$ cat src/sv/lmce_pkg.sv
package lmce_pkg;

  localparam int CHAR_W = 7;
  localparam int COL_W = 7;
  localparam int STEP_W = 3;

  localparam logic [CHAR_W-1:0] CH_BS    = 7'h08;
  localparam logic [CHAR_W-1:0] CH_TAB   = 7'h09;
  localparam logic [CHAR_W-1:0] CH_LF    = 7'h0A;
  localparam logic [CHAR_W-1:0] CH_SPACE = 7'h20;
  localparam logic [CHAR_W-1:0] CH_ZERO  = 7'h30;
  localparam logic [CHAR_W-1:0] CH_BSL   = 7'h5C;
  localparam logic [CHAR_W-1:0] CH_LO_B  = 7'h62;
  localparam logic [CHAR_W-1:0] CH_LO_N  = 7'h6E;
  localparam logic [CHAR_W-1:0] CH_LO_T  = 7'h74;
  localparam logic [CHAR_W-1:0] CH_DEL   = 7'h7F;

  localparam logic [COL_W-1:0] WRAP_LIMIT  = 7'd66;
  localparam logic [COL_W-1:0] WRAP_COLUMN = 7'd8;

  typedef enum logic [1:0] {
    PRE_NONE,
    PRE_NL,
    PRE_ESC,
    PRE_OCT
  } pre_t;

  typedef struct packed {
    logic              wrap;
    pre_t              pre;
    logic              oct_hi;
    logic [2:0]        oct_mid;
    logic [CHAR_W-1:0] final_char;
  } desc_t;

endpackage

$ cat src/sv/lmce_in_if.sv
interface lmce_in_if;
  logic       valid;
  logic       ready;
  logic [6:0] in_char;

  modport source (output valid, output in_char, input ready);
  modport sink (input valid, input in_char, output ready);
endinterface

$ cat src/sv/lmce_out_if.sv
interface lmce_out_if;
  logic       valid;
  logic       ready;
  logic [6:0] out_char;
  logic       last_of_run;

  modport source (output valid, output out_char, output last_of_run, input ready);
  modport sink (input valid, input out_char, input last_of_run, output ready);
endinterface

$ cat src/sv/lmce_front.sv
module lmce_front
  import lmce_pkg::*;
(
  input  logic       clk,
  input  logic       rst_n,
  input  logic       cfg_we,
  input  logic       cfg_wdata,
  lmce_in_if.sink    in_req,
  input  logic       q_full,
  output logic       push,
  output desc_t      push_desc
);

  logic             list_mode_r;
  logic [COL_W-1:0] column_r, column_nxt;
  logic             lws_r, lws_nxt;
  logic [COL_W-1:0] col_base;
  logic [CHAR_W-1:0] c;

  assign c = in_req.in_char;
  assign in_req.ready = !q_full;
  assign push = in_req.valid && !q_full;

  always_comb begin
    push_desc            = '0;
    push_desc.pre        = PRE_NONE;
    push_desc.final_char = c;
    push_desc.oct_hi     = c[6];
    push_desc.oct_mid    = c[5:3];
    column_nxt           = column_r;
    col_base             = column_r;
    if (list_mode_r) begin
      if (c == CH_LF) begin
        if (lws_r) begin
          push_desc.pre = PRE_NL;
        end
      end else begin
        if (column_r > WRAP_LIMIT) begin
          push_desc.wrap = 1'b1;
          col_base       = WRAP_COLUMN;
        end
        if (c == CH_BS || c == CH_TAB || c == CH_BSL) begin
          push_desc.pre = PRE_ESC;
          if (c == CH_BS) begin
            push_desc.final_char = CH_LO_B;
          end else if (c == CH_TAB) begin
            push_desc.final_char = CH_LO_T;
          end
          column_nxt = col_base + 7'd2;
        end else if (c < CH_SPACE || c == CH_DEL) begin
          push_desc.pre        = PRE_OCT;
          push_desc.final_char = CH_ZERO | {4'b0, c[2:0]};
          column_nxt           = col_base + 7'd4;
        end else begin
          column_nxt = col_base + 7'd1;
        end
      end
    end
    if (push_desc.final_char == CH_LF) begin
      column_nxt = '0;
    end
    lws_nxt = (push_desc.final_char == CH_SPACE);
  end

  always_ff @(posedge clk) begin
    if (!rst_n) begin
      list_mode_r <= 1'b0;
      column_r    <= '0;
      lws_r       <= 1'b0;
    end else begin
      if (cfg_we) begin
        list_mode_r <= cfg_wdata;
      end
      if (push) begin
        column_r <= column_nxt;
        lws_r    <= lws_nxt;
      end
    end
  end

endmodule

$ cat src/sv/lmce_queue.sv
module lmce_queue
  import lmce_pkg::*;
(
  input  logic  clk,
  input  logic  rst_n,
  input  logic  push,
  input  desc_t push_desc,
  input  logic  pop,
  output logic  full,
  output logic  empty,
  output desc_t head
);

  desc_t      slot_r [2];
  logic       wr_ptr_r, rd_ptr_r;
  logic [1:0] count_r;

  assign full  = (count_r == 2'd2);
  assign empty = (count_r == 2'd0);
  assign head  = slot_r[rd_ptr_r];

  always_ff @(posedge clk) begin
    if (push) begin
      slot_r[wr_ptr_r] <= push_desc;
    end
  end

  always_ff @(posedge clk) begin
    if (!rst_n) begin
      wr_ptr_r <= 1'b0;
      rd_ptr_r <= 1'b0;
      count_r  <= '0;
    end else begin
      if (push) begin
        wr_ptr_r <= !wr_ptr_r;
      end
      if (pop) begin
        rd_ptr_r <= !rd_ptr_r;
      end
      if (push && !pop) begin
        count_r <= count_r + 2'd1;
      end else if (pop && !push) begin
        count_r <= count_r - 2'd1;
      end
    end
  end

endmodule

$ cat src/sv/lmce_back.sv
module lmce_back
  import lmce_pkg::*;
(
  input  logic       clk,
  input  logic       rst_n,
  input  logic       q_empty,
  input  desc_t      head,
  output logic       pop,
  lmce_out_if.source out_req
);

  logic [STEP_W-1:0] step_r, step_nxt;
  logic              out_valid_r;
  logic [CHAR_W-1:0] out_char_r;
  logic              out_last_r;
  logic [STEP_W-1:0] wrap_len, pre_len, run_len, j;
  logic [CHAR_W-1:0] ch;
  logic              is_last, emit;

  assign out_req.valid       = out_valid_r;
  assign out_req.out_char    = out_char_r;
  assign out_req.last_of_run = out_last_r;

  always_comb begin
    wrap_len = head.wrap ? 3'd3 : 3'd0;
    unique case (head.pre)
      PRE_NONE: pre_len = 3'd0;
      PRE_NL:   pre_len = 3'd2;
      PRE_ESC:  pre_len = 3'd1;
      PRE_OCT:  pre_len = 3'd3;
      default:  pre_len = 3'd0;
    endcase
    run_len = wrap_len + pre_len + 3'd1;
    j       = step_r - wrap_len;
    ch      = head.final_char;
    if (step_r < wrap_len) begin
      case (step_r[1:0])
        2'd0:    ch = CH_BSL;
        2'd1:    ch = CH_LF;
        default: ch = CH_TAB;
      endcase
    end else if (j < pre_len) begin
      if (j == 3'd0) begin
        ch = CH_BSL;
      end else if (head.pre == PRE_NL) begin
        ch = CH_LO_N;
      end else if (j == 3'd1) begin
        ch = CH_ZERO | {6'b0, head.oct_hi};
      end else begin
        ch = CH_ZERO | {4'b0, head.oct_mid};
      end
    end
    is_last  = (step_r == run_len - 3'd1);
    emit     = !q_empty && (!out_valid_r || out_req.ready);
    pop      = emit && is_last;
    step_nxt = step_r;
    if (emit) begin
      step_nxt = is_last ? '0 : step_r + 3'd1;
    end
  end

  always_ff @(posedge clk) begin
    if (!rst_n) begin
      step_r      <= '0;
      out_valid_r <= 1'b0;
    end else begin
      step_r <= step_nxt;
      if (emit) begin
        out_valid_r <= 1'b1;
      end else if (out_req.ready) begin
        out_valid_r <= 1'b0;
      end
    end
  end

  always_ff @(posedge clk) begin
    if (emit) begin
      out_char_r <= ch;
      out_last_r <= is_last;
    end
  end

endmodule

$ cat src/sv/list_mode_char_escaper_top.sv
// List-mode character escaper.
// in_req carries one 7-bit character per request (valid/ready); out_req
// returns its display form one character per request, last_of_run marking
// the final character of each input. cfg_we/cfg_wdata write the list-mode
// bit; write it only while the block is idle.
// With list mode off each character passes through unchanged. With it on,
// control characters except newline, and DEL, become escapes, backslash
// newline tab wraps the line past column 66, and a newline after a space
// gains a visible \n. An accepted input is written into the queue, and its
// first output character is then registered before out_req offers it.
// Throughput while the receiver is ready: one output character per cycle;
// an input that expands to N characters (1 to 7) keeps the sequencer
// until all N are sent, so plain text runs at one character per cycle.
// A two-entry queue sits between the classifying front end and the output
// sequencer; input is taken while the queue has room.
// Reset clears list mode, the column count, the space flag, the queue and
// the output valid flag. When the receiver stalls, the output holds, the
// queue fills and in_req.ready drops.
module list_mode_char_escaper_top
  import lmce_pkg::*;
(
  input  logic       clk,
  input  logic       rst_n,
  input  logic       cfg_we,
  input  logic       cfg_wdata,
  lmce_in_if.sink    in_req,
  lmce_out_if.source out_req
);

  logic  push, pop, q_full, q_empty;
  desc_t push_desc, head;

  lmce_front u_front (
    .clk       (clk),
    .rst_n     (rst_n),
    .cfg_we    (cfg_we),
    .cfg_wdata (cfg_wdata),
    .in_req    (in_req),
    .q_full    (q_full),
    .push      (push),
    .push_desc (push_desc)
  );

  lmce_queue u_queue (
    .clk       (clk),
    .rst_n     (rst_n),
    .push      (push),
    .push_desc (push_desc),
    .pop       (pop),
    .full      (q_full),
    .empty     (q_empty),
    .head      (head)
  );

  lmce_back u_back (
    .clk     (clk),
    .rst_n   (rst_n),
    .q_empty (q_empty),
    .head    (head),
    .pop     (pop),
    .out_req (out_req)
  );

endmodule
$ cat src/flat_wrapper.sv
// flat-port wrapper written by rule: the top's interface ports become plain ports
module list_mode_char_escaper_top_flat import lmce_pkg::*;
  (clk, rst_n, cfg_we, cfg_wdata, in_req_valid, in_req_in_char, in_req_ready, out_req_valid, out_req_out_char, out_req_last_of_run, out_req_ready);
  lmce_in_if in_req_i ();
  lmce_out_if out_req_i ();
  input  logic clk;
  input  logic rst_n;
  input  logic cfg_we;
  input  logic cfg_wdata;
  input wire logic [$bits(in_req_i.valid)-1:0] in_req_valid;
  input wire logic [$bits(in_req_i.in_char)-1:0] in_req_in_char;
  output wire logic [$bits(in_req_i.ready)-1:0] in_req_ready;
  output wire logic [$bits(out_req_i.valid)-1:0] out_req_valid;
  output wire logic [$bits(out_req_i.out_char)-1:0] out_req_out_char;
  output wire logic [$bits(out_req_i.last_of_run)-1:0] out_req_last_of_run;
  input wire logic [$bits(out_req_i.ready)-1:0] out_req_ready;
  assign in_req_i.valid = in_req_valid;
  assign in_req_i.in_char = in_req_in_char;
  assign in_req_ready = in_req_i.ready;
  assign out_req_valid = out_req_i.valid;
  assign out_req_out_char = out_req_i.out_char;
  assign out_req_last_of_run = out_req_i.last_of_run;
  assign out_req_i.ready = out_req_ready;
  list_mode_char_escaper_top u_core (.clk(clk), .rst_n(rst_n), .cfg_we(cfg_we), .cfg_wdata(cfg_wdata), .in_req(in_req_i), .out_req(out_req_i));
endmodule
$ cat config.mk
export PLATFORM = sky130hd
export DESIGN_NAME = list_mode_char_escaper_top_flat
export DESIGN_NICKNAME = d
export VERILOG_FILES = /design/src/sv/lmce_pkg.sv /design/src/sv/lmce_in_if.sv /design/src/sv/lmce_out_if.sv /design/src/sv/lmce_front.sv /design/src/sv/lmce_queue.sv /design/src/sv/lmce_back.sv /design/src/sv/list_mode_char_escaper_top.sv /design/src/flat_wrapper.sv
export SDC_FILE = /design/constraint.sdc
export NUM_CORES = 1
export LEC_CHECK = 0
export BUFFER_PORTS_ARGS = -buffer_cell sky130_fd_sc_hd__buf_2
export CORE_ASPECT_RATIO = 0.75
export CORE_MARGIN = 4
export CORE_UTILIZATION = 55
export DETAILED_ROUTE_END_ITERATION = 8
export GPL_TIMING_DRIVEN = 0
export HOLD_SLACK_MARGIN = 0.05
export PLACE_DENSITY = 0.74
export SYNTH_ARGS = -nofsm -noshare
export SYNTH_HDL_FRONTEND = slang
export SYNTH_SLANG_ARGS = --single-unit
$ cat constraint.sdc
create_clock -name clk -period 7 [get_ports clk]
set_input_delay 1.75 -clock clk [delete_from_list [all_inputs] [get_ports clk]]
set_output_delay 1.75 -clock clk [all_outputs]
set_load 0.02 [all_outputs]
### Yosys cells after proc, flatten, opt, wreduce, memory -nomap -nowiden

Memories as Yosys holds them, arrays and structs flattened. A register that Yosys moved wholly into a read port is not among the register bits.
Index checks and enable logic that the tools add are counted.

* magnitude comparators: 4
* muxes and demuxes: 38
* reductions and logical operators: 24
* $add $sub $neg: 10
* equal/unequal tests: 15

Operator list (number)
* $mux 7: 18
* $eq 7x4->1 const B: 4
* $eq 7x7->1 const B: 2
* $pmux 7 s2: 1
* $mux 2: 6
* $pmux 3 s4: 1
* $mux 1: 9
* $mux 3: 3
* $add 7x1->7 const B: 1
* $add 7x2->7 const B: 1
* $add 7x3->7 const B: 1
* $eq 7x6->1 const B: 1
* $gt 7x7->1 const B: 1
* $logic_not 1->1: 7
* $lt 7x6->1 const B: 1
* $add 3x1->3 const B: 2
* $eq 2x2->1 const B: 3
* $logic_not 2->1: 3
* $lt 3x3->1: 2
* $reduce_bool 2->1: 3
* $logic_and 1x1->1: 5
* $eq 2x1->1 const B: 2
* $logic_or 1x1->1: 4
* $add 3x3->3: 1
* other kinds (9): 9

* logic and storage cells: 102
* memories: 1
* flip-flop bits (word level): 25
* RAM bits: 28
* output and inout bits: 10

Memories
* u_core.u_queue.slot_r: words 2, bits a word 14, read ports 1, clocked after Yosys merged registers in 1, write ports 1, RTL line lmce_queue.sv:14 `desc_t slot_r [2];`

### Logic depth before layout (Yosys ltp)

Gate-level depths: netlist (run 1).

* depth in word-level cells: 10
* gate-level depth with buffers: 14
* mapped depth without buffers: 12

### Hierarchy

From an unflattened synthesis (run 1), not the netlist that was laid out.

* cells, all modules: 290
* area total of the unflattened synthesis: 3012.9 µm²

Modules (own cells, without submodules)
* lmce_queue: times used 1, area an instance 1224.9 µm², cells each 65
* lmce_front: times used 1, area an instance 954.7 µm², cells each 134
* lmce_back: times used 1, area an instance 833.3 µm², cells each 91

### Worst setup path after synthesis (run 1)

Ideal clock, no wire load.

* kind: input to register
* start: input out_req_ready
* end: register u_core.u_queue.count_r[1]
* path buffers: 0
* arrival time: 3.403 ns
* path slack: 3.521 ns
* library setup time: 0.076 ns
* cell stages on the path: 6
* path through: nor2b_1 nor2_1 nand2_1 ha_1 or3_1 a21boi_0

* word-level cells in the longest chain between the ends: 6
* elaborated cells on any way between the ends: 8
* classes of those cells: 1 x mux; 7 x reduce/logical

RTL lines
* start: declaration: RTL line flat_wrapper.sv:16 `input wire logic [$bits(out_req_i.ready)-1:0] out_req_ready;`
* $logic_or 1x1->1 *: RTL line lmce_back.sv:54 `emit = !q_empty && (!out_valid_r || out_req.ready);`
* $logic_and 1x1->1 *: RTL line lmce_back.sv:54
* via u_core.u_back.emit: RTL line lmce_back.sv:18 `logic is_last, emit;`
* $logic_and 1x1->1 *: RTL line lmce_back.sv:55 `pop = emit && is_last;`
* $logic_not 1->1: RTL line lmce_queue.sv:40 `if (push && !pop) begin`
* $logic_and 1x1->1: RTL line lmce_queue.sv:40
* $mux 2 / $reduce_bool 2->1 (equally long branches)
* end signal: assignment: RTL line lmce_queue.sv:41 `count_r <= count_r + 2'd1;`
* end signal: assignment: RTL line lmce_queue.sv:43 `count_r <= count_r - 2'd1;`
* end: declaration: RTL line lmce_queue.sv:16 `logic [1:0] count_r;`

Mark *: on every way through the listed nets, which the timed path passes. The rest lies on a longest branch.
A chain may end at the register's enable or synchronous reset.

==> results by group, run 1 <==
Yosys
  • Post-synthesis adder-cell area fraction: 6.34%
  • Synthesized area per cell: 10.8 sq um
  • Synthesized flop and latch total: 54
  • Compound-Gate Fraction of Synth Area: 14.9%
  • Yosys cell types: 65
  • Top_reg_cell synth: edfxtp_1
  • Post-Synth Simple-Gate Area: between 15 and 20%
  • Async SR Flop Fraction: 0%
  • Largest family of logic cells by synthesized area: simple AND/OR/NAND/NOR gates
  • Synthesized area: 3000 sq um
  • Syn Nets: between 300 and 400
  • Fraction of synthesized area in multiplexers: under 10%
  • Synth Instances: ~280
  • Post-synth EDFFs: 36
  • Synth Area in XOR/XNOR: about 3.5%
  • Sequential area share after synthesis: 48.0%
  • YS warnings: 0

Finish
  • Number of fill cells: 410
  • FF/Latch Area: 1440 sq um
  • Area growth, synth to finish: 10.3%
  • Fin cells: ~380
  • Antenna cells: 0
  • Final core occ: roughly 65%
  • Multi-input logic area: 1450 sq um
  • Final net count: ~340
  • Design area: 3310 sq um
  • Fraction of layout cells with a size suffix above 1: 16.8%

Floorplanning
  • Initial Util: 58.9%
  • # IOs: 23
  • DIE HEIGHT: 72.0 um
  • Rows: 22
  • Core ar.: 5090 sq um
  • Die footprint: 6710 sq um
  • Die width: 93.3 um

Power
  • Pwr per Cell Area: 347 nW/um^2
  • Peak supply drop: 0.152 mV
  • Lkg Pwr: 1.27 nW

STA
  • Post-route setup TNS: 0 ns
  • Final min period: approximately 3.8 ns
  • Fin Clk Skew: between 0.004 and 0.005 ns
  • Slew headroom: about 36%
  • Slew @ Worst Pin: between 0.9 and 1 ns
  • Endpoints failing setup: 0
  • Fin. max-slew vios: 0
  • Setup WS post-layout: between 3 and 4 ns
  • Hold Fails Final Rpt: 0
  • Unrepaired setup endpoints after global routing: no
  • Final period utilization: 53.9%
  • Fmax: approximately 270 MHz

Outcome
  • Status: finished, final reports clean

CTS
  • CTS Hold Bufs: 0
  • Post-CTS Setup Repair Bufs: 0
  • Inserted Clock Buffers: 5
  • Post-cts sizing count: 0
  • Num Clock Sinks: 54
  • Root Buffer: clkbuf_8
  • Clock Latency Late Sink: between 0.3 and 0.4 ns
  • H-tree levels: 2
  • Clock-pin slew on the worst setup and hold paths: ~0.1 ns
  • CTS tree: built
  • Clock Path Buffers: 2

Critical path
  • CP Launch Type: flip-flop
  • Critical Path AT: 3.83 ns
  • WP data required: 7.06 ns
  • CP endpoint kind: flip-flop
  • Setup CP Type: flip-flop to flip-flop
  • CP max FO: 10

Placement
  • Pre-CTS setup slack: slightly above 3 ns
  • IO Port Bufs: 21
  • Placed Cells: 372
  • GPL Wtd Cong: 0.904
  • Placed inst area: 3200 sq um
  • DP HPWL: 4.31 mm

Route
  • Drt drc: 0
  • ANT nets after route: 0
  • Vias: 2197
  • 1st-pass router iterations: 4
  • 1st-iter DRT viols: 139
  • Wirelength, routed: 5.87 mm
  • Vias per cell: a little under 6
  • Routed wire per std cell: around 15 um

Flow run
  • Maximum capacitance violations: 0

Global route
  • Vias in the first global route: 2081
  • Largest net degree at the start of global routing: 17
  • First-pass GRT wire length: 9.87 mm
  • Initial antenna violation count: 0
  • Gr ovfl total: 0
  • GRT Total Usage: around a fifth

Hold path
  • Min-Delay Path Class: flip-flop to flip-flop
==> sequential cells by signal, summed over array words and instances, names as in the netlist, named ones only <==
signal                             cells
u_core.u_front.column_r                7
u_core.u_front.lws_r                   1
u_core.u_back.step_r                   3
u_core.u_back.out_req.out_char         7
u_core.u_back.out_req.valid            1
u_core.u_queue.rd_ptr_r                1
u_core.u_queue.count_r                 2
u_core.u_back.out_req.last_of_run      1
u_core.u_queue.wr_ptr_r                1
u_core.u_queue.slot_r                 28
u_core.u_front.list_mode_r             1
==> critical path, cell delays in order, from the launching register on <==
cell,delay [ns]
dfxtp_1,0.31
buf_2,0.17
buf_2,0.32
mux2i_1,0.39
inv_1,0.16
ha_1,0.27
fa_1,0.60
inv_1,0.06
ha_1,0.28
a21boi_2,0.17
or2_1,0.23
buf_4,0.16
a221oi_1,0.32
nor2_1,0.08
==> stage by stage <==
stage	power [mW]	hold WS, ns
6_report	1.15	0.480
5_1_grt	1.24	0.528
4_1_cts	1.16	0.482
3_5_place_dp	0.955	0.467
3_3_place_gp	0.946	0.469
2_1_floorplan	0.845	0.445
==> cell usage in the layout (no fill, tap or decap), types with 5 or more instances in the layout <==
cell type  instances
a21oi_1           10
and2_1             6
and3_1             6
buf_2             27
clkbuf_1           6
clkbuf_8           5
dfxtp_1           18
edfxtp_1          36
ha_1              12
inv_1             10
mux2i_1           11
nand2_1           19
nand3_1           14
nor2_1            14
nor2b_1            6
o21a_1             5
o21ai_0            6
o21ai_1           10
xnor2_1            8
==> metal layers <==
metal	GRT usage (%)	part of all wire [%]
met1	27.2	49
met4	4.39	0.87
met5	0	0
met2	28.5	43
met3	4.35	6.6
==> layout make-up <==
class / count / share of cell area [%]
timing repair buffer: 22 / 3.40
multi-input combinational: 200 / 43.7
inverter: 11 / 1.25
tap: 72 / 2.72
buffer: 14 / 2.15
clock buffer: 7 / 3.06
clock inverter: 1 / 0.189
sequential: 54 / 43.5
==> synth_stat cells (4+ instances only) <==
cell      count  area [sq um]
a21oi_1      10          50.1
and2_1        6          37.5
and3_1        6          37.5
buf_2         6          30.0
clkbuf_1      6          22.5
dfxtp_1      18           360
edfxtp_1     36          1080
ha_1         12           150
inv_1        10          37.5
mux2i_1      11           110
nand2_1      19          71.3
nand3_1      14          70.1
nor2_1       14          52.6
nor2b_1       6          37.5
o21a_1        5          37.5
o21ai_0       6          30.0
o21ai_1      10          50.1
xnor2_1       8          70.1
xor2_1        4          35.0
==> cells by family after synthesis <==
| group | after synthesis |
|---|---|
| AO/OA/AOI/OAI | 64 |
| XOR/XNOR | 12 |
| adder cells (fa/ha/maj) | 14 |
| buffers and inverters | 25 |
| flip-flops | 54 |
| multiplexers | 16 |
| AND/OR/NAND/NOR | 94 |
==> report_power, final <==
group          total, mW  switching [mW]  internal [mW]
clock network      0.198           0.102         0.0967
registers          0.452          0.0238          0.428
logic              0.500           0.288          0.212
total               1.15           0.413          0.737
==> final timing paths <==
kind	end	depth (start not counted)	slack, ns	startpoint
worst max-delay path	u_core.u_back.out_req.out_char[0]	13	3.23	flip-flop
worst min-delay path	u_core.u_front.lws_r	2	0.48	u_core.u_front.lws_r
worst max register to register	u_core.u_back.out_req.out_char[0]	13	3.23	flip-flop
worst min register to register	u_core.u_front.lws_r	2	0.48	u_core.u_front.lws_r
(Power assumes the default switching activity.)
==> inputs of run 2 (changes only) <==
--- a/config.mk
+++ b/config.mk
@@ -8,11 +8,11 @@
 export BUFFER_PORTS_ARGS = -buffer_cell sky130_fd_sc_hd__buf_2
 export CORE_ASPECT_RATIO = 0.75
 export CORE_MARGIN = 4
-export CORE_UTILIZATION = 55
+export CORE_UTILIZATION = 54
 export DETAILED_ROUTE_END_ITERATION = 8
 export GPL_TIMING_DRIVEN = 0
 export HOLD_SLACK_MARGIN = 0.05
-export PLACE_DENSITY = 0.74
+export PLACE_DENSITY = 0.76
 export SYNTH_ARGS = -nofsm -noshare
 export SYNTH_HDL_FRONTEND = slang
 export SYNTH_SLANG_ARGS = --single-unit
==> constraint.sdc (replaced) <==
create_clock -name clk -period 3.25 [get_ports clk]
set_input_delay 0.8125 -clock clk [delete_from_list [all_inputs] [get_ports clk]]
set_output_delay 0.8125 -clock clk [all_outputs]
set_load 0.02 [all_outputs]
==> run 2 against run 1 <==
- wire length grew 0.17%
- maximum frequency up 21%
- via count up 0.59%
- cell count up 2.1%
- non-clock buffer count increased by 5
- power up 130%
- sequential power grew 120%
- largest power group unchanged
==> results by group, run 2 (synthesis gave the netlist of run 1 again) <==
Route
  • Vias per cell: 5.68
  • Routed wire per std cell: roughly 15 um
  • Vias: 2210
  • Drt drc: 0
  • 1st-pass router iterations: 4
  • ANT nets after route: 0
  • 1st-iter DRT viols: 107
  • Wirelength, routed: 5.88 mm

Critical path
  • Worst R2R End: u_core.u_back.out_req.out_char[1]
  • Worst path bufs/invs: 5
  • CP cell instances: buf_6, buf_12, mux2i_4, inv_2, ha_2, fa_1, inv_1, ha_1, a21boi_2, or2_1, buf_4, mux2i_1, mux2_2
  • Setup CP Type: flip-flop to flip-flop
  • Crit path max-delay cell type: fa_1
  • CP top delay family: adder cells
  • Critical Path AT: between 3 and 4 ns
  • Critical Path End: u_core.u_back.out_req.out_char[1]
  • Slowest cell delay on critical path: between 0.5 and 0.6 ns
  • CP max FO: 8
  • CP endpoint kind: flip-flop
  • CP Launch Type: flip-flop
  • Register-to-register setup slack: 0.12 ns
  • Reg2Reg Depth: 13
  • Stages on the worst setup path: 13
  • WP data required: 3.32 ns

Floorplanning
  • DIE HEIGHT: 72.6 um
  • Die width: approximately 94 um
  • # IOs: 23
  • Core ar.: ~5400 sq um
  • Rows: 23
  • Die footprint: 6830 sq um
  • Initial Util: 56.1%

Finish
  • Reg with most FFs: u_core.u_queue.slot_r
  • Area growth, synth to finish: 13.0%
  • Fraction of layout cells with a size suffix above 1: 19.7%
  • Antenna cells: 0
  • Most frequent cells in the layout: edfxtp_1, buf_2, nand2_1, dfxtp_1
  • Max reg flops: 28
  • Most common cell after layout, fill and taps aside: edfxtp_1
  • Fin cells: 389
  • Final net count: 340

Power
  • Pwr per Cell Area: 767 nW/um^2
  • Sw Share: 36.9%
  • Reg power frac: between 30% and 40%
  • Comb power frac: 47.0%
  • Pint: 1.64 mW
  • Lkg Pwr: 1.30 nW
  • P_sw: 959 uW
  • Clock share of power: 15.4%
  • Peak supply drop: 0.255 mV

Global route
  • Vias in the first global route: between 2000 and 2500
  • First-pass GRT wire length: between 9 and 10 mm
  • Gr ovfl total: 0
  • Initial antenna violation count: 0
  • GRT Total Usage: 18.5%
  • Largest net degree at the start of global routing: 20

STA
  • Endpoints failing setup: 0
  • Hold_ws: 0.483 ns
  • Fin. max-slew vios: 0
  • Fin Clk Skew: 0.0182 ns
  • Final min period: 3.13 ns
  • Hold Fails Final Rpt: 0
  • Final period utilization: 96.2%
  • Slew @ Worst Pin: roughly 1.2 ns
  • Slew headroom: just over 20%
  • Unrepaired setup endpoints after global routing: no
  • Fmax: ~320 MHz

Outcome
  • Status: finished, final reports clean

CTS
  • Inserted Clock Buffers: 5
  • H-tree levels: 2
  • Clock-pin slew on the worst setup and hold paths: approximately 0.11 ns
  • CTS tree: built
  • Clock Latency Late Sink: 0.32 ns
  • CTS Hold Bufs: 0
  • Num Clock Sinks: 54
  • Root Buffer: clkbuf_8
  • Clock Path Buffers: 2

Placement
  • DP HPWL: 4.37 mm
  • GPL Wtd Cong: 0.920
  • Placed Cells: 375
  • IO Port Bufs: 21

Hold path
  • Min-Delay Path Class: flip-flop to flip-flop
  • Worst Hold Launch: u_core.u_front.lws_r

Flow run
  • Maximum capacitance violations: 0
==> run 2: layout make-up <==
| class | instances | area, sq um |
|---|---|---|
| buffer | 14 | 92.6 |
| clock buffer | 5 | 68.8 |
| clock inverter | 3 | 28.8 |
| fill | 450 | 1960 |
| inverter | 11 | 41.3 |
| multi-input combinational | 200 | 1470 |
| sequential | 54 | 1440 |
| tap | 75 | 93.8 |
| timing repair buffer | 27 | 150 |
==> run 2: worst min-delay path: stages, from the launching register on <==
cell and delay, ns:
dfxtp_1 0.33, nand3_1 0.06, o31ai_1 0.06
==> run 2: worst min path at each step <==
stage	cells past startpoint	slack [ns]	to
3_3_place_gp	2	0.47	u_core.u_front.lws_r
6_report	2	0.48	u_core.u_front.lws_r
2_1_floorplan	2	0.45	u_core.u_front.lws_r
5_1_grt	2	0.51	u_core.u_front.lws_r
3_5_place_dp	2	0.47	u_core.u_front.lws_r
4_1_cts	2	0.48	u_core.u_front.lws_r
==> run 2: timing repair <==
action | in CTS | in global routing
setup endpoints to repair | 8 | 6
resized for setup | 6 | 2
buffers inserted | 3 | 3
pin swaps | 1 | 1
==> run 2: power groups by stage <==
stage	sequential (mW)	combinational [mW]	clock (mW)
6_report	0.979	1.22	0.400
5_1_grt	0.994	1.35	0.432
4_1_cts	0.980	1.17	0.410
3_5_place_dp	0.996	1.09	0
3_3_place_gp	0.989	1.06	0
2_1_floorplan	1.06	0.780	0
==> run 2: routing by layer <==
metal  vias to the layer above  share of wire [%]  GRT usage [%]  routed length [um]
met4                         0                1.4           6.25                  83
met5                         -                  0              0                   0
met3                         8                5.4           3.83                 316
met1                      1058                 49           26.4                2860
met2                        44                 45           28.4                2620
li1                       1100                  -              -                   -
==> run 2: through the flow <==
stage / util, % / TNS (ns) / power [mW] / cell area [sq um] / setup WS (ns)
floorplan: - / 0 / 1.84 / 3020 / 0.00544
global placement: 60.1 / -0.704 / 2.05 / 3220 / -0.230
detailed placement: 60.1 / -1.08 / 2.08 / 3220 / -0.289
CTS: 62.7 / 0 / 2.56 / 3360 / 0.0472
global route: 63.3 / 0 / 2.78 / 3390 / 0.0283
finish: 63.3 / 0 / 2.60 / 3390 / 0.123
==> inputs of run 3 (changes only) <==
--- a/config.mk
+++ b/config.mk
@@ -8,11 +8,12 @@
 export BUFFER_PORTS_ARGS = -buffer_cell sky130_fd_sc_hd__buf_2
 export CORE_ASPECT_RATIO = 0.75
 export CORE_MARGIN = 4
-export CORE_UTILIZATION = 54
+export CORE_UTILIZATION = 55
+export CTS_BUF_LIST = sky130_fd_sc_hd__clkbuf_4
 export DETAILED_ROUTE_END_ITERATION = 8
 export GPL_TIMING_DRIVEN = 0
 export HOLD_SLACK_MARGIN = 0.05
-export PLACE_DENSITY = 0.76
+export PLACE_DENSITY = 0.77
 export SYNTH_ARGS = -nofsm -noshare
 export SYNTH_HDL_FRONTEND = slang
 export SYNTH_SLANG_ARGS = --single-unit
==> run 3 against run 2 <==
- clock power is 21% lower
- wire length increased by 2.2%
- utilization up 3.1 points
- hold slack improved by 0.012 ns
- die area down 1.6%
- count of clock-buffer cells in the layout rose by 1
- first-iteration DRC count shrank 7.5%
- via count down 0.63%
- power decreased by 0.56%
- combinational power increased by 6%
- critical path type unchanged
==> results by group, run 3 (synthesis gave the netlist of run 1 again) <==
Outcome
  • Status: finished, final reports clean

Finish
  • FF/Latch Area: 1440 sq um
  • Antenna cells: 0
  • Number of fill cells: 387
  • Final net count: 340
  • Most frequent cells in the layout: edfxtp_1, buf_2, nand2_1, dfxtp_1
  • Fin cells: approximately 390
  • Fraction of layout cells with a size suffix above 1: between 20% and 30%
  • Max reg flops: 28
  • Multi-input logic area: about 1500 sq um
  • Area growth, synth to finish: 12.7%
  • Reg with most FFs: u_core.u_queue.slot_r
  • Most common cell after layout, fill and taps aside: edfxtp_1

Power
  • Lkg Pwr: 1.30 nW
  • Pwr per Cell Area: 765 nW/um^2
  • Peak supply drop: between 0.2 and 0.3 mV
  • Overall power: 2.59 mW

CTS
  • Clock-pin slew on the worst setup and hold paths: ~0.16 ns
  • Root Buffer: clkbuf_4
  • Num Clock Sinks: 54
  • H-tree levels: 2
  • Inserted Clock Buffers: 5
  • CTS tree: built
  • Clock Latency Late Sink: 0.37 ns
  • Clock Path Buffers: 2

Route
  • Vias per cell: 5.69
  • Drt drc: 0
  • ANT nets after route: 0
  • Routed wire per std cell: 15.6 um
  • Vias: 2196
  • 1st-pass router iterations: 4
  • 1st-iter DRT viols: 99
  • Wirelength, routed: 6.01 mm

Floorplanning
  • Die footprint: ~6700 sq um
  • Die width: approximately 93 um
  • Core ar.: around 5100 sq um
  • DIE HEIGHT: 72.0 um
  • Initial Util: 58.9%
  • # IOs: 23
  • Rows: 22

STA
  • Post-route setup TNS: 0 ns
  • Final period utilization: between 90 and 100%
  • Setup WS post-layout: 0.0951 ns
  • Fmax: 317 MHz
  • Fin Clk Skew: 0.00705 ns
  • Endpoints failing setup: 0
  • Fin. max-slew vios: 0
  • Slew @ Worst Pin: 1.22 ns
  • Slew headroom: 18.3%
  • Hold Fails Final Rpt: 0
  • Final min period: 3.15 ns

Placement
  • Pre-CTS setup slack: -0.226 ns
  • GPL Wtd Cong: 0.915
  • IO Port Bufs: 21
  • DP HPWL: 4.42 mm
  • Placed Cells: 372

Flow run
  • Maximum capacitance violations: 0

Critical path
  • CP max FO: 8
  • Critical Path AT: 3.30 ns
  • CP endpoint kind: flip-flop
  • Setup CP Type: flip-flop to flip-flop
  • CP Launch Type: flip-flop
  • WP data required: 3.40 ns

Hold path
  • Min-Delay Path Class: flip-flop to flip-flop

Global route
  • Initial antenna violation count: 0
  • GRT Total Usage: 18.7%
  • Vias in the first global route: 2091
  • Gr ovfl total: 0
  • Largest net degree at the start of global routing: 18
  • First-pass GRT wire length: 10.0 mm
==> run 3: what timing repair did <==
| item | 4_1_cts | 5_1_grt |
|---|---|---|
| hold buffers | 0 | 0 |
| gates resized for setup | 5 | 7 |
| endpoints found under the setup margin | 8 | 8 |
| pin swaps | 1 | 1 |
| setup buffers | 3 | 3 |
==> run 3: worst max-delay path, cell delays in order, from the launching register on <==
cell,delay [ns]
dfxtp_2,0.36
buf_6,0.12
buf_12,0.10
mux2i_4,0.23
inv_2,0.08
ha_2,0.20
fa_1,0.55
inv_1,0.06
ha_1,0.30
a21boi_4,0.16
or2_1,0.23
buf_4,0.17
mux2i_1,0.12
mux2_2,0.27
==> run 3: layout make-up <==
type / instances / area share [%]
multi-input combinational: 200 / 44.4
sequential: 54 / 42.7
timing repair buffer: 27 / 4.44
buffer: 14 / 2.74
tap: 72 / 2.66
clock buffer: 6 / 1.33
inverter: 11 / 1.22
clock inverter: 2 / 0.518
==> run 3: path summary, 6_finish.rpt <==
check	startpoint	to	slack, ns	cells after the start
worst max-delay path	flip-flop	u_core.u_back.out_req.out_char[1]	0.1	13
worst min-delay path	u_core.u_front.lws_r	u_core.u_front.lws_r	0.50	2
worst max register to register	flip-flop	u_core.u_back.out_req.out_char[1]	0.1	13
worst min register to register	u_core.u_front.lws_r	u_core.u_front.lws_r	0.50	2
==> run 3: through the flow <==
| step | utilization, % | area [sq um] | hold WS [ns] |
|---|---|---|---|
| 2_1_floorplan | - | 3020 | 0.445 |
| 6_report | 66.4 | 3380 | 0.496 |
| 3_3_place_gp | 63.1 | 3210 | 0.466 |
| 4_1_cts | 65.1 | 3320 | 0.500 |
| 3_5_place_dp | 63.1 | 3210 | 0.480 |
| 5_1_grt | 66.4 | 3380 | 0.524 |
==> run 3: metal layers <==
metal | share of wire [%] | global-route usage (%) | vias to the layer above | routed length (um)
met3 | 4.2 | 3.21 | 4 | 252
met2 | 45 | 29.3 | 59 | 2690
met1 | 50 | 27.1 | 1027 | 3030
li1 | - | - | 1106 | -
met5 | 0 | 0 | - | 0
met4 | 0.70 | 4.88 | 0 | 42
==> run 3: report_power, final <==
| group | internal (mW) | switching (mW) | leakage (nW) | total, mW |
|---|---|---|---|---|
| sequential | 0.924 | 0.0552 | 0.486 | 0.979 |
| combinational | 0.591 | 0.699 | 0.774 | 1.29 |
| clock | 0.0983 | 0.219 | 0.0363 | 0.317 |
